==> src/design/jsu_pkg.sv <==
// ---------------------------------------------------------------------------
// jsu_pkg
// types and constants shared by the json string unescaper modules
// ---------------------------------------------------------------------------
package jsu_pkg;

	typedef enum logic [1:0] {
		PH_IDLE = 2'd0,
		PH_BODY = 2'd1,
		PH_ESC  = 2'd2,
		PH_HEX  = 2'd3
	} phase_t;

	// result status codes
	localparam logic [2:0] ST_DATA    = 3'd0;
	localparam logic [2:0] ST_DONE    = 3'd1;
	localparam logic [2:0] ST_NOQUOTE = 3'd2;
	localparam logic [2:0] ST_TOOLONG = 3'd3;
	localparam logic [2:0] ST_BADHEX  = 3'd4;
	localparam logic [2:0] ST_BADESC  = 3'd5;
	localparam logic [2:0] ST_CTRL    = 3'd6;
	localparam logic [2:0] ST_UNTERM  = 3'd7;

	localparam logic [15:0] MAX_LEN_RESET = 16'd4096;
	localparam logic [16:0] COUNT_MAX     = 17'h1FFFF;

	localparam logic [7:0] CH_QUOTE  = 8'h22;
	localparam logic [7:0] CH_BSLASH = 8'h5C;
	localparam logic [7:0] CH_SLASH  = 8'h2F;
	localparam logic [7:0] CH_U      = 8'h75;
	localparam logic [7:0] CTRL_LIM  = 8'h20;

	typedef struct packed {
		phase_t      phase;
		logic [1:0]  hex_count;
		logic [15:0] code_point;
		logic [16:0] decoded_count;
	} jsu_state_t;

	// up to four results caused by one source word
	typedef struct packed {
		logic [3:0][7:0] bytes;
		logic [3:0][2:0] stat;
		logic [2:0]      count;
	} jsu_bundle_t;

endpackage

==> src/design/jsu_decode.sv <==
// ---------------------------------------------------------------------------
// jsu_decode
// combinational step: current state and one source word in, next state and
// the bundle of results out
// ---------------------------------------------------------------------------
module jsu_decode (
	input  jsu_pkg::jsu_state_t  st,
	input  logic [15:0]          max_length,
	input  logic [7:0]           in_byte,
	input  logic                 begin_req,
	input  logic                 final_req,
	output jsu_pkg::jsu_state_t  st_next,
	output jsu_pkg::jsu_bundle_t bundle
);

	logic        too_long;
	logic        is_digit;
	logic        is_lower;
	logic        is_upper;
	logic        hex_ok;
	logic [3:0]  hex_d;
	logic [15:0] cp_new;
	logic [1:0]  utf_n;
	logic [7:0]  utf_b0;
	logic [7:0]  utf_b1;
	logic [7:0]  utf_b2;
	logic        esc_simple;
	logic [7:0]  esc_byte;
	logic [1:0]  add_n;
	logic [17:0] count_sum;
	logic [16:0] count_sat;
	jsu_pkg::jsu_state_t st_pre;

	assign too_long = st.decoded_count >= {1'b0, max_length};

	assign is_digit = (in_byte >= 8'h30) && (in_byte <= 8'h39);
	assign is_lower = (in_byte >= 8'h61) && (in_byte <= 8'h66);
	assign is_upper = (in_byte >= 8'h41) && (in_byte <= 8'h46);
	assign hex_ok   = is_digit || is_lower || is_upper;
	// letters have low nibble 1..6 for a..f
	assign hex_d    = is_digit ? in_byte[3:0] : in_byte[3:0] + 4'd9;
	assign cp_new   = {st.code_point[11:0], hex_d};

	always_comb begin
		if (cp_new < 16'h0080) begin
			utf_n  = 2'd1;
			utf_b0 = cp_new[7:0];
			utf_b1 = 8'h00;
			utf_b2 = 8'h00;
		end else if (cp_new < 16'h0800) begin
			utf_n  = 2'd2;
			utf_b0 = 8'hC0 | {3'b000, cp_new[10:6]};
			utf_b1 = 8'h80 | {2'b00, cp_new[5:0]};
			utf_b2 = 8'h00;
		end else begin
			utf_n  = 2'd3;
			utf_b0 = 8'hE0 | {4'h0, cp_new[15:12]};
			utf_b1 = 8'h80 | {2'b00, cp_new[11:6]};
			utf_b2 = 8'h80 | {2'b00, cp_new[5:0]};
		end
	end

	always_comb begin
		esc_simple = 1'b1;
		case (in_byte)
			jsu_pkg::CH_QUOTE:  esc_byte = jsu_pkg::CH_QUOTE;
			jsu_pkg::CH_BSLASH: esc_byte = jsu_pkg::CH_BSLASH;
			jsu_pkg::CH_SLASH:  esc_byte = jsu_pkg::CH_SLASH;
			8'h62:              esc_byte = 8'h08;
			8'h66:              esc_byte = 8'h0C;
			8'h6E:              esc_byte = 8'h0A;
			8'h72:              esc_byte = 8'h0D;
			8'h74:              esc_byte = 8'h09;
			default: begin
				esc_byte   = 8'h00;
				esc_simple = 1'b0;
			end
		endcase
	end

	// data bytes this word adds to the decoded count
	always_comb begin
		add_n = 2'd0;
		if (!begin_req) begin
			case (st.phase)
				jsu_pkg::PH_BODY: begin
					if (in_byte != jsu_pkg::CH_QUOTE && !too_long &&
					    in_byte != jsu_pkg::CH_BSLASH && in_byte >= jsu_pkg::CTRL_LIM)
						add_n = 2'd1;
				end
				jsu_pkg::PH_ESC: begin
					if (esc_simple)
						add_n = 2'd1;
				end
				jsu_pkg::PH_HEX: begin
					if (hex_ok && st.hex_count == 2'd3)
						add_n = utf_n;
				end
				default: add_n = 2'd0;
			endcase
		end
	end

	assign count_sum = {1'b0, st.decoded_count} + {16'b0, add_n};
	assign count_sat = count_sum[17] ? jsu_pkg::COUNT_MAX : count_sum[16:0];

	// next state
	always_comb begin
		st_pre = st;
		if (begin_req) begin
			st_pre.hex_count     = 2'd0;
			st_pre.code_point    = 16'h0000;
			st_pre.decoded_count = 17'd0;
			st_pre.phase = (in_byte == jsu_pkg::CH_QUOTE) ? jsu_pkg::PH_BODY : jsu_pkg::PH_IDLE;
		end else begin
			st_pre.decoded_count = count_sat;
			case (st.phase)
				jsu_pkg::PH_BODY: begin
					if (in_byte == jsu_pkg::CH_QUOTE || too_long)
						st_pre.phase = jsu_pkg::PH_IDLE;
					else if (in_byte == jsu_pkg::CH_BSLASH)
						st_pre.phase = jsu_pkg::PH_ESC;
					else if (in_byte < jsu_pkg::CTRL_LIM)
						st_pre.phase = jsu_pkg::PH_IDLE;
				end
				jsu_pkg::PH_ESC: begin
					if (esc_simple) begin
						st_pre.phase = jsu_pkg::PH_BODY;
					end else if (in_byte == jsu_pkg::CH_U) begin
						st_pre.phase      = jsu_pkg::PH_HEX;
						st_pre.hex_count  = 2'd0;
						st_pre.code_point = 16'h0000;
					end else begin
						st_pre.phase = jsu_pkg::PH_IDLE;
					end
				end
				jsu_pkg::PH_HEX: begin
					if (!hex_ok) begin
						st_pre.phase = jsu_pkg::PH_IDLE;
					end else begin
						st_pre.code_point = cp_new;
						if (st.hex_count == 2'd3) begin
							st_pre.hex_count = 2'd0;
							st_pre.phase     = jsu_pkg::PH_BODY;
						end else begin
							st_pre.hex_count = st.hex_count + 2'd1;
						end
					end
				end
				default: st_pre = st;
			endcase
		end
	end

	always_comb begin
		st_next = st_pre;
		if (final_req && st_pre.phase != jsu_pkg::PH_IDLE)
			st_next.phase = jsu_pkg::PH_IDLE;
	end

	// results
	always_comb begin
		bundle = '0;
		if (begin_req) begin
			if (in_byte != jsu_pkg::CH_QUOTE) begin
				bundle.stat[0] = jsu_pkg::ST_NOQUOTE;
				bundle.count   = 3'd1;
			end
		end else begin
			case (st.phase)
				jsu_pkg::PH_BODY: begin
					if (in_byte == jsu_pkg::CH_QUOTE) begin
						bundle.stat[0] = jsu_pkg::ST_DONE;
						bundle.count   = 3'd1;
					end else if (too_long) begin
						bundle.stat[0] = jsu_pkg::ST_TOOLONG;
						bundle.count   = 3'd1;
					end else if (in_byte == jsu_pkg::CH_BSLASH) begin
						bundle.count = 3'd0;
					end else if (in_byte < jsu_pkg::CTRL_LIM) begin
						bundle.stat[0] = jsu_pkg::ST_CTRL;
						bundle.count   = 3'd1;
					end else begin
						bundle.bytes[0] = in_byte;
						bundle.count    = 3'd1;
					end
				end
				jsu_pkg::PH_ESC: begin
					if (esc_simple) begin
						bundle.bytes[0] = esc_byte;
						bundle.count    = 3'd1;
					end else if (in_byte != jsu_pkg::CH_U) begin
						bundle.stat[0] = jsu_pkg::ST_BADESC;
						bundle.count   = 3'd1;
					end
				end
				jsu_pkg::PH_HEX: begin
					if (!hex_ok) begin
						bundle.stat[0] = jsu_pkg::ST_BADHEX;
						bundle.count   = 3'd1;
					end else if (st.hex_count == 2'd3) begin
						bundle.bytes[0] = utf_b0;
						bundle.bytes[1] = utf_b1;
						bundle.bytes[2] = utf_b2;
						bundle.count    = {1'b0, utf_n};
					end
				end
				default: bundle.count = 3'd0;
			endcase
		end
		// source ended with the string still open
		if (final_req && st_pre.phase != jsu_pkg::PH_IDLE) begin
			bundle.stat[bundle.count[1:0]] = jsu_pkg::ST_UNTERM;
			bundle.count = bundle.count + 3'd1;
		end
	end

endmodule

==> src/design/jsu_out_buf.sv <==
// ---------------------------------------------------------------------------
// jsu_out_buf
// result register: holds the results of one word and, while out_ready is
// high, hands them out one per cycle
// ---------------------------------------------------------------------------
module jsu_out_buf (
	input  logic                 clk,
	input  logic                 arst_n,
	input  logic                 load,
	input  jsu_pkg::jsu_bundle_t bundle,
	output logic                 free,
	output logic                 out_valid,
	input  logic                 out_ready,
	output logic [7:0]           out_byte,
	output logic [2:0]           status,
	output logic                 run_end
);

	jsu_pkg::jsu_bundle_t bund_q;
	logic [1:0]           idx_q;
	logic                 vld_q;
	logic                 last;

	assign last      = ({1'b0, idx_q} + 3'd1) == bund_q.count;
	assign free      = !vld_q || (out_ready && last);
	assign out_valid = vld_q;
	assign out_byte  = bund_q.bytes[idx_q];
	assign status    = bund_q.stat[idx_q];
	assign run_end   = last;

	always_ff @(posedge clk or negedge arst_n) begin
		if (!arst_n) begin
			vld_q <= 1'b0;
			idx_q <= 2'd0;
		end else if (load) begin
			vld_q <= bundle.count != 3'd0;
			idx_q <= 2'd0;
		end else if (vld_q && out_ready) begin
			if (last)
				vld_q <= 1'b0;
			else
				idx_q <= idx_q + 2'd1;
		end
	end

	always_ff @(posedge clk) begin
		if (load)
			bund_q <= bundle;
	end

endmodule

==> src/design/json_string_unescaper_top.sv <==
// path: a taken word waits in the input stage until the result register is free, then loads it
// throughput: one word per cycle while each word gives at most one result and out_ready
// is high; a word with more results (up to 4) holds the result register until all are taken
// reset: arst_n clears the pipeline, the string state and sets max_length to 4096
// ---------------------------------------------------------------------------
// json_string_unescaper_top
// decodes a quoted json string body, escapes and \u sequences to utf-8
// ---------------------------------------------------------------------------
module json_string_unescaper_top (
	input  logic        clk,
	input  logic        arst_n,
	input  logic        in_valid,
	output logic        in_ready,
	input  logic [7:0]  in_byte,
	input  logic        begin_req,
	input  logic        final_req,
	output logic        out_valid,
	input  logic        out_ready,
	output logic [7:0]  out_byte,
	output logic [2:0]  status,
	output logic        run_end,
	input  logic        cfg_we,
	input  logic [15:0] cfg_wdata
);

	logic                 vld_s1;
	logic [7:0]           byte_s1;
	logic                 begin_s1;
	logic                 final_s1;
	logic [15:0]          max_len_q;
	jsu_pkg::jsu_state_t  st_q;
	jsu_pkg::jsu_state_t  st_next;
	jsu_pkg::jsu_bundle_t bundle;
	logic                 buf_free;
	logic                 advance;

	assign advance  = vld_s1 && buf_free;
	assign in_ready = !vld_s1 || advance;

	always_ff @(posedge clk or negedge arst_n) begin
		if (!arst_n) begin
			vld_s1 <= 1'b0;
		end else if (in_valid && in_ready) begin
			vld_s1 <= 1'b1;
		end else if (advance) begin
			vld_s1 <= 1'b0;
		end
	end

	always_ff @(posedge clk) begin
		if (in_valid && in_ready) begin
			byte_s1  <= in_byte;
			begin_s1 <= begin_req;
			final_s1 <= final_req;
		end
	end

	always_ff @(posedge clk or negedge arst_n) begin
		if (!arst_n) begin
			max_len_q <= jsu_pkg::MAX_LEN_RESET;
		end else if (cfg_we) begin
			max_len_q <= cfg_wdata;
		end
	end

	always_ff @(posedge clk or negedge arst_n) begin
		if (!arst_n) begin
			st_q.phase         <= jsu_pkg::PH_IDLE;
			st_q.hex_count     <= 2'd0;
			st_q.code_point    <= 16'h0000;
			st_q.decoded_count <= 17'd0;
		end else if (advance) begin
			st_q <= st_next;
		end
	end

	jsu_decode u_decode (
		.st         (st_q),
		.max_length (max_len_q),
		.in_byte    (byte_s1),
		.begin_req  (begin_s1),
		.final_req  (final_s1),
		.st_next    (st_next),
		.bundle     (bundle)
	);

	jsu_out_buf u_out_buf (
		.clk       (clk),
		.arst_n    (arst_n),
		.load      (advance),
		.bundle    (bundle),
		.free      (buf_free),
		.out_valid (out_valid),
		.out_ready (out_ready),
		.out_byte  (out_byte),
		.status    (status),
		.run_end   (run_end)
	);

endmodule

==> config.mk <==
export PLATFORM = sky130hd
export DESIGN_NAME = json_string_unescaper_top
export DESIGN_NICKNAME = d
export VERILOG_FILES = /design/src/design/jsu_pkg.sv /design/src/design/jsu_decode.sv /design/src/design/jsu_out_buf.sv /design/src/design/json_string_unescaper_top.sv
export SDC_FILE = /design/constraint.sdc
export NUM_CORES = 1
export LEC_CHECK = 0
export BUFFER_PORTS_ARGS = -buffer_cell sky130_fd_sc_hd__clkbuf_2
export CAP_MARGIN = 30
export CORE_UTILIZATION = 55
export CTS_BUF_LIST = sky130_fd_sc_hd__clkbuf_16
export CTS_CLUSTER_DIAMETER = 150
export DETAILED_ROUTE_END_ITERATION = 7
export PLACE_DENSITY = 0.76
export SYNTH_ARGS = -nofsm -noshare
export SYNTH_HDL_FRONTEND = slang
export SYNTH_SLANG_ARGS = --single-unit
==> constraint.sdc <==
create_clock -name clk -period 3.4 [get_ports clk]
set_input_delay 0 -clock clk [delete_from_list [all_inputs] [get_ports clk]]
set_output_delay 0 -clock clk [all_outputs]
set_load 0.01 [all_outputs]
==> flow_summary.json <==
{
  "status": "complete, but fails checks",
  "violations": "negative setup slack",
  "core_area_um2": 9950,
  "clockBufferDepth": 2,
  "start_kind": "flip-flop",
  "fill_cells": 708,
  "grt_pass1_wl_mm": 24.3,
  "n_antenna_cell": 0,
  "root_buffer": "clkbuf_16",
  "via_per_inst": 6.04,
  "clk-insertion-delay-late_ns": 0.35,
  "cts_tree": "yes",
  "syn_area_per_cell_um2": 9.51,
  "finalWeightedCongestion": 0.937,
  "antenna_left": 0,
  "fin_nets": 772,
  "htreeDepth": 3,
  "place_worst_setup_slack_ns": -0.0465,
  "synth-edff-count": 41,
  "post_drt_wl_per_cell_um": 18.2,
  "boundaryPins": 45,
  "synthArstFlopShare_pct": 56.4,
  "fmax_mhz": 290,
  "ys_seq_area_share_pct": 44.5,
  "firstDrtPassIters": 6,
  "seqPwrFrac_pct": 40.2,
  "critPathKind": "flip-flop to flip-flop",
  "grt_max_degree": 32,
  "area_growth_pct": 25.1,
  "syn_inst": 605,
  "die_w_um": 104,
  "place_hpwl_mm": 10.5,
  "post_synth_num_cell_types": 80,
  "switching_power_uw": 1400,
  "drive_gt1_share_pct": 25.3,
  "postSynthRegisterBits": 94,
  "place_area_um2": 6380,
  "drc": 0,
  "finalCritPeriodShare_pct": 101,
  "hold_path_class": "primary input to flip-flop",
  "syn_area_um2": 5750,
  "pwr-share-clk_pct": 26.3,
  "clock_sinks": 94,
  "finalHoldViolCount": 0,
  "setup_viol": 1,
  "dieArea_um2": 10900,
  "setup_slack_ns": -0.0438,
  "yosys.area.top_type": "dfrtp_1",
  "critPathRequiredTime_ns": 3.62,
  "synth-main-ff-cell": "dfrtp_1",
  "cts_inserted_buffers": 9,
  "power_uw": 4000,
  "synth_top_area_share_pct": 22.6,
  "power_leakage_uw": 0.00301,
  "antenna_found_initial": 0,
  "grtUsageTotal_pct": 28.2,
  "intPower_uw": 2600,
  "final.hold.worst_slack_ns": 0.125,
  "io_buffer_count": 44,
  "clock_skew_ns": 0.00967,
  "worstPathMaxFanout": 3,
  "combPwrFrac_pct": 33.5,
  "die_h_um": 104,
  "grt_overflow": 0,
  "via_count": 5125,
  "ys_warn_count": 0,
  "cp-end-kind": "flip-flop",
  "arrival_ns": 3.67,
  "drt_wl_total_mm": 15.5,
  "synth_area_leaders": "dfrtp_1, edfxtp_1, ha_1, nand2_1, o21ai_0",
  "finalSetupTns_ns": -0.0438,
  "rows": 36,
  "finalInstanceArea_um2": 7200,
  "path_clk_slew_ns": 0.07,
  "tightest_slew_ns": 0.705,
  "fin_crit_ns": 3.44,
  "drt_iter0_markers": 459,
  "start_util_pct": 57.8,
  "drv_cap": 0,
  "drv_slew": 0,
  "p_per_area_nw_per_um2": 556,
  "synthesis.nets": 666,
  "maxSlewHeadroom_pct": 53.0,
  "rsz0062_at_grt": "true",
  "grt_pass1_vias": 5008,
  "swShare_pct": 35.1,
  "irDropWorstVdd_uv": 411
}
-- cells in the mapped netlist, drive strengths merged, types with 4 or more instances --
cell    instances
ha             29
and3            9
o41ai           5
edfxtp         41
a21oi          37
and2            7
a211oi          6
nor3           10
o31ai          10
dfrtp          52
a31oi           7
nor3b           5
nand2b         10
nor2           40
mux2i           9
a22o           14
nor4            9
mux2            4
nand3          14
o22ai           5
nand4           5
o21ai          66
clkbuf         14
xor2            4
buf            18
inv            34
nand2          85
nor2b           9
-- placed cells by master, fill, tap and decap left out, types with 8 or more instances in the layout --
cell type       n
o21ai_0        56
edfxtp_1       41
nor2b_1         9
nand2_1        81
o21ai_1         9
mux2i_1         9
a21oi_1        31
buf_4          55
and3_1          9
nand3_1         8
ha_1           22
o31ai_1         9
nor3_1          9
nand2b_1       10
clkbuf_16      10
inv_1          29
nor2_1         37
dlygate4sd3_1  28
dfrtp_1        51
a22o_1         14
clkbuf_2       44
-- routing by layer --
metal	track usage (%)	share of wire, %	wire [µm]	vias up
met5	0	0	0	-
met4	11.0	2.2	343	0
met3	3.88	6.3	967	38
met2	45.1	47	7250	226
met1	38.8	45	6900	2453
li1	-	-	-	2408
-- per-stage QoR --
stage / instances / utilization [%]
floorplan: 605 / -
global placement: 799 / 64.1
detailed placement: 799 / 64.1
CTS: 843 / 70.2
global route: 849 / 72.3
finish: 849 / 72.3
-- state kept, by name, indices dropped and copies added (netlist names) --
| register | cells |
|---|---|
| vld_s1 | 1 |
| st_q | 33 |
| final_s1 | 1 |
| max_len_q | 16 |
| u_out_buf.out_valid | 1 |
| u_out_buf.bund_q | 31 |
| byte_s1 | 8 |
| begin_s1 | 1 |
| u_out_buf.idx_q | 2 |
-- power groups by stage --
| stage | clock (µW) | combinational (µW) | sequential (µW) |
|---|---|---|---|
| after floorplan | 0 | 914 | 1560 |
| after global placement | 0 | 1220 | 1610 |
| after detailed placement | 0 | 1260 | 1620 |
| after CTS | 1060 | 1290 | 1600 |
| after global routing | 1100 | 1470 | 1630 |
| final | 1050 | 1340 | 1610 |
-- critical path: stages, from the launching register on --
cell	delay, ns
dfstp_2	0.53
inv_2	0.05
ha_4	0.22
a21oi_4	0.15
o21ai_2	0.07
a211oi_2	0.27
nand3_2	0.14
nor4_4	0.28
a221oi_2	0.05
nor2_1	0.12
ha_2	0.23
fa_2	0.23
nand2_2	0.08
nor4_4	0.28
nand2_1	0.12
nor2_2	0.17
nand4_1	0.10
o21ai_1	0.15
a21oi_1	0.08
-- path summary, 6_finish.rpt --
kind	startpoint	to	slack (ns)	depth (start not counted)
setup reg to reg	max_len_q[12]	st_q[16]	-0.04	18
max in group asynchronous	arst_n	st_q[4]	2.32	3
setup / recovery	max_len_q[12]	st_q[16]	-0.04	18
hold reg to reg	st_q[34]	st_q[34]	0.51	2
hold / removal	out_ready	u_out_buf.idx_q[0]	0.12	3
min in group asynchronous	arst_n	max_len_q[5]	0.23	2
-- cell families after synthesis --
kind of cell	synth area share, %
and+or+nand+nor	19.9
AOI/OAI and AO/OA	20.3
muxes	2.41
adders and majority gates	6.66
DFF	44.5
xor gates and xnor gates	1.07
buffers and inverters	5.22
-- repair_timing --
action                                  CTS  global route
endpoints found under the setup margin   13            17
hold buffers                             28             0
pin swaps                                 2            21
hold endpoints to repair                 53             0
resized for setup                         2            33
buffers inserted                          0             6
-- area by class of cell --
type                            instances  area [µm²]  area share [%]
Inverter                               34         128            1.77
Clock inverter                          6        60.1           0.835
Clock buffer                           10         250            3.48
Timing Repair Buffer                  127         913            12.7
Sequential cell                        94        2560            35.6
Multi-Input combinational cell        445        3120            43.3
Tap cell                              133         166            2.31
Note: power is estimated with default switching activity, not from simulation.
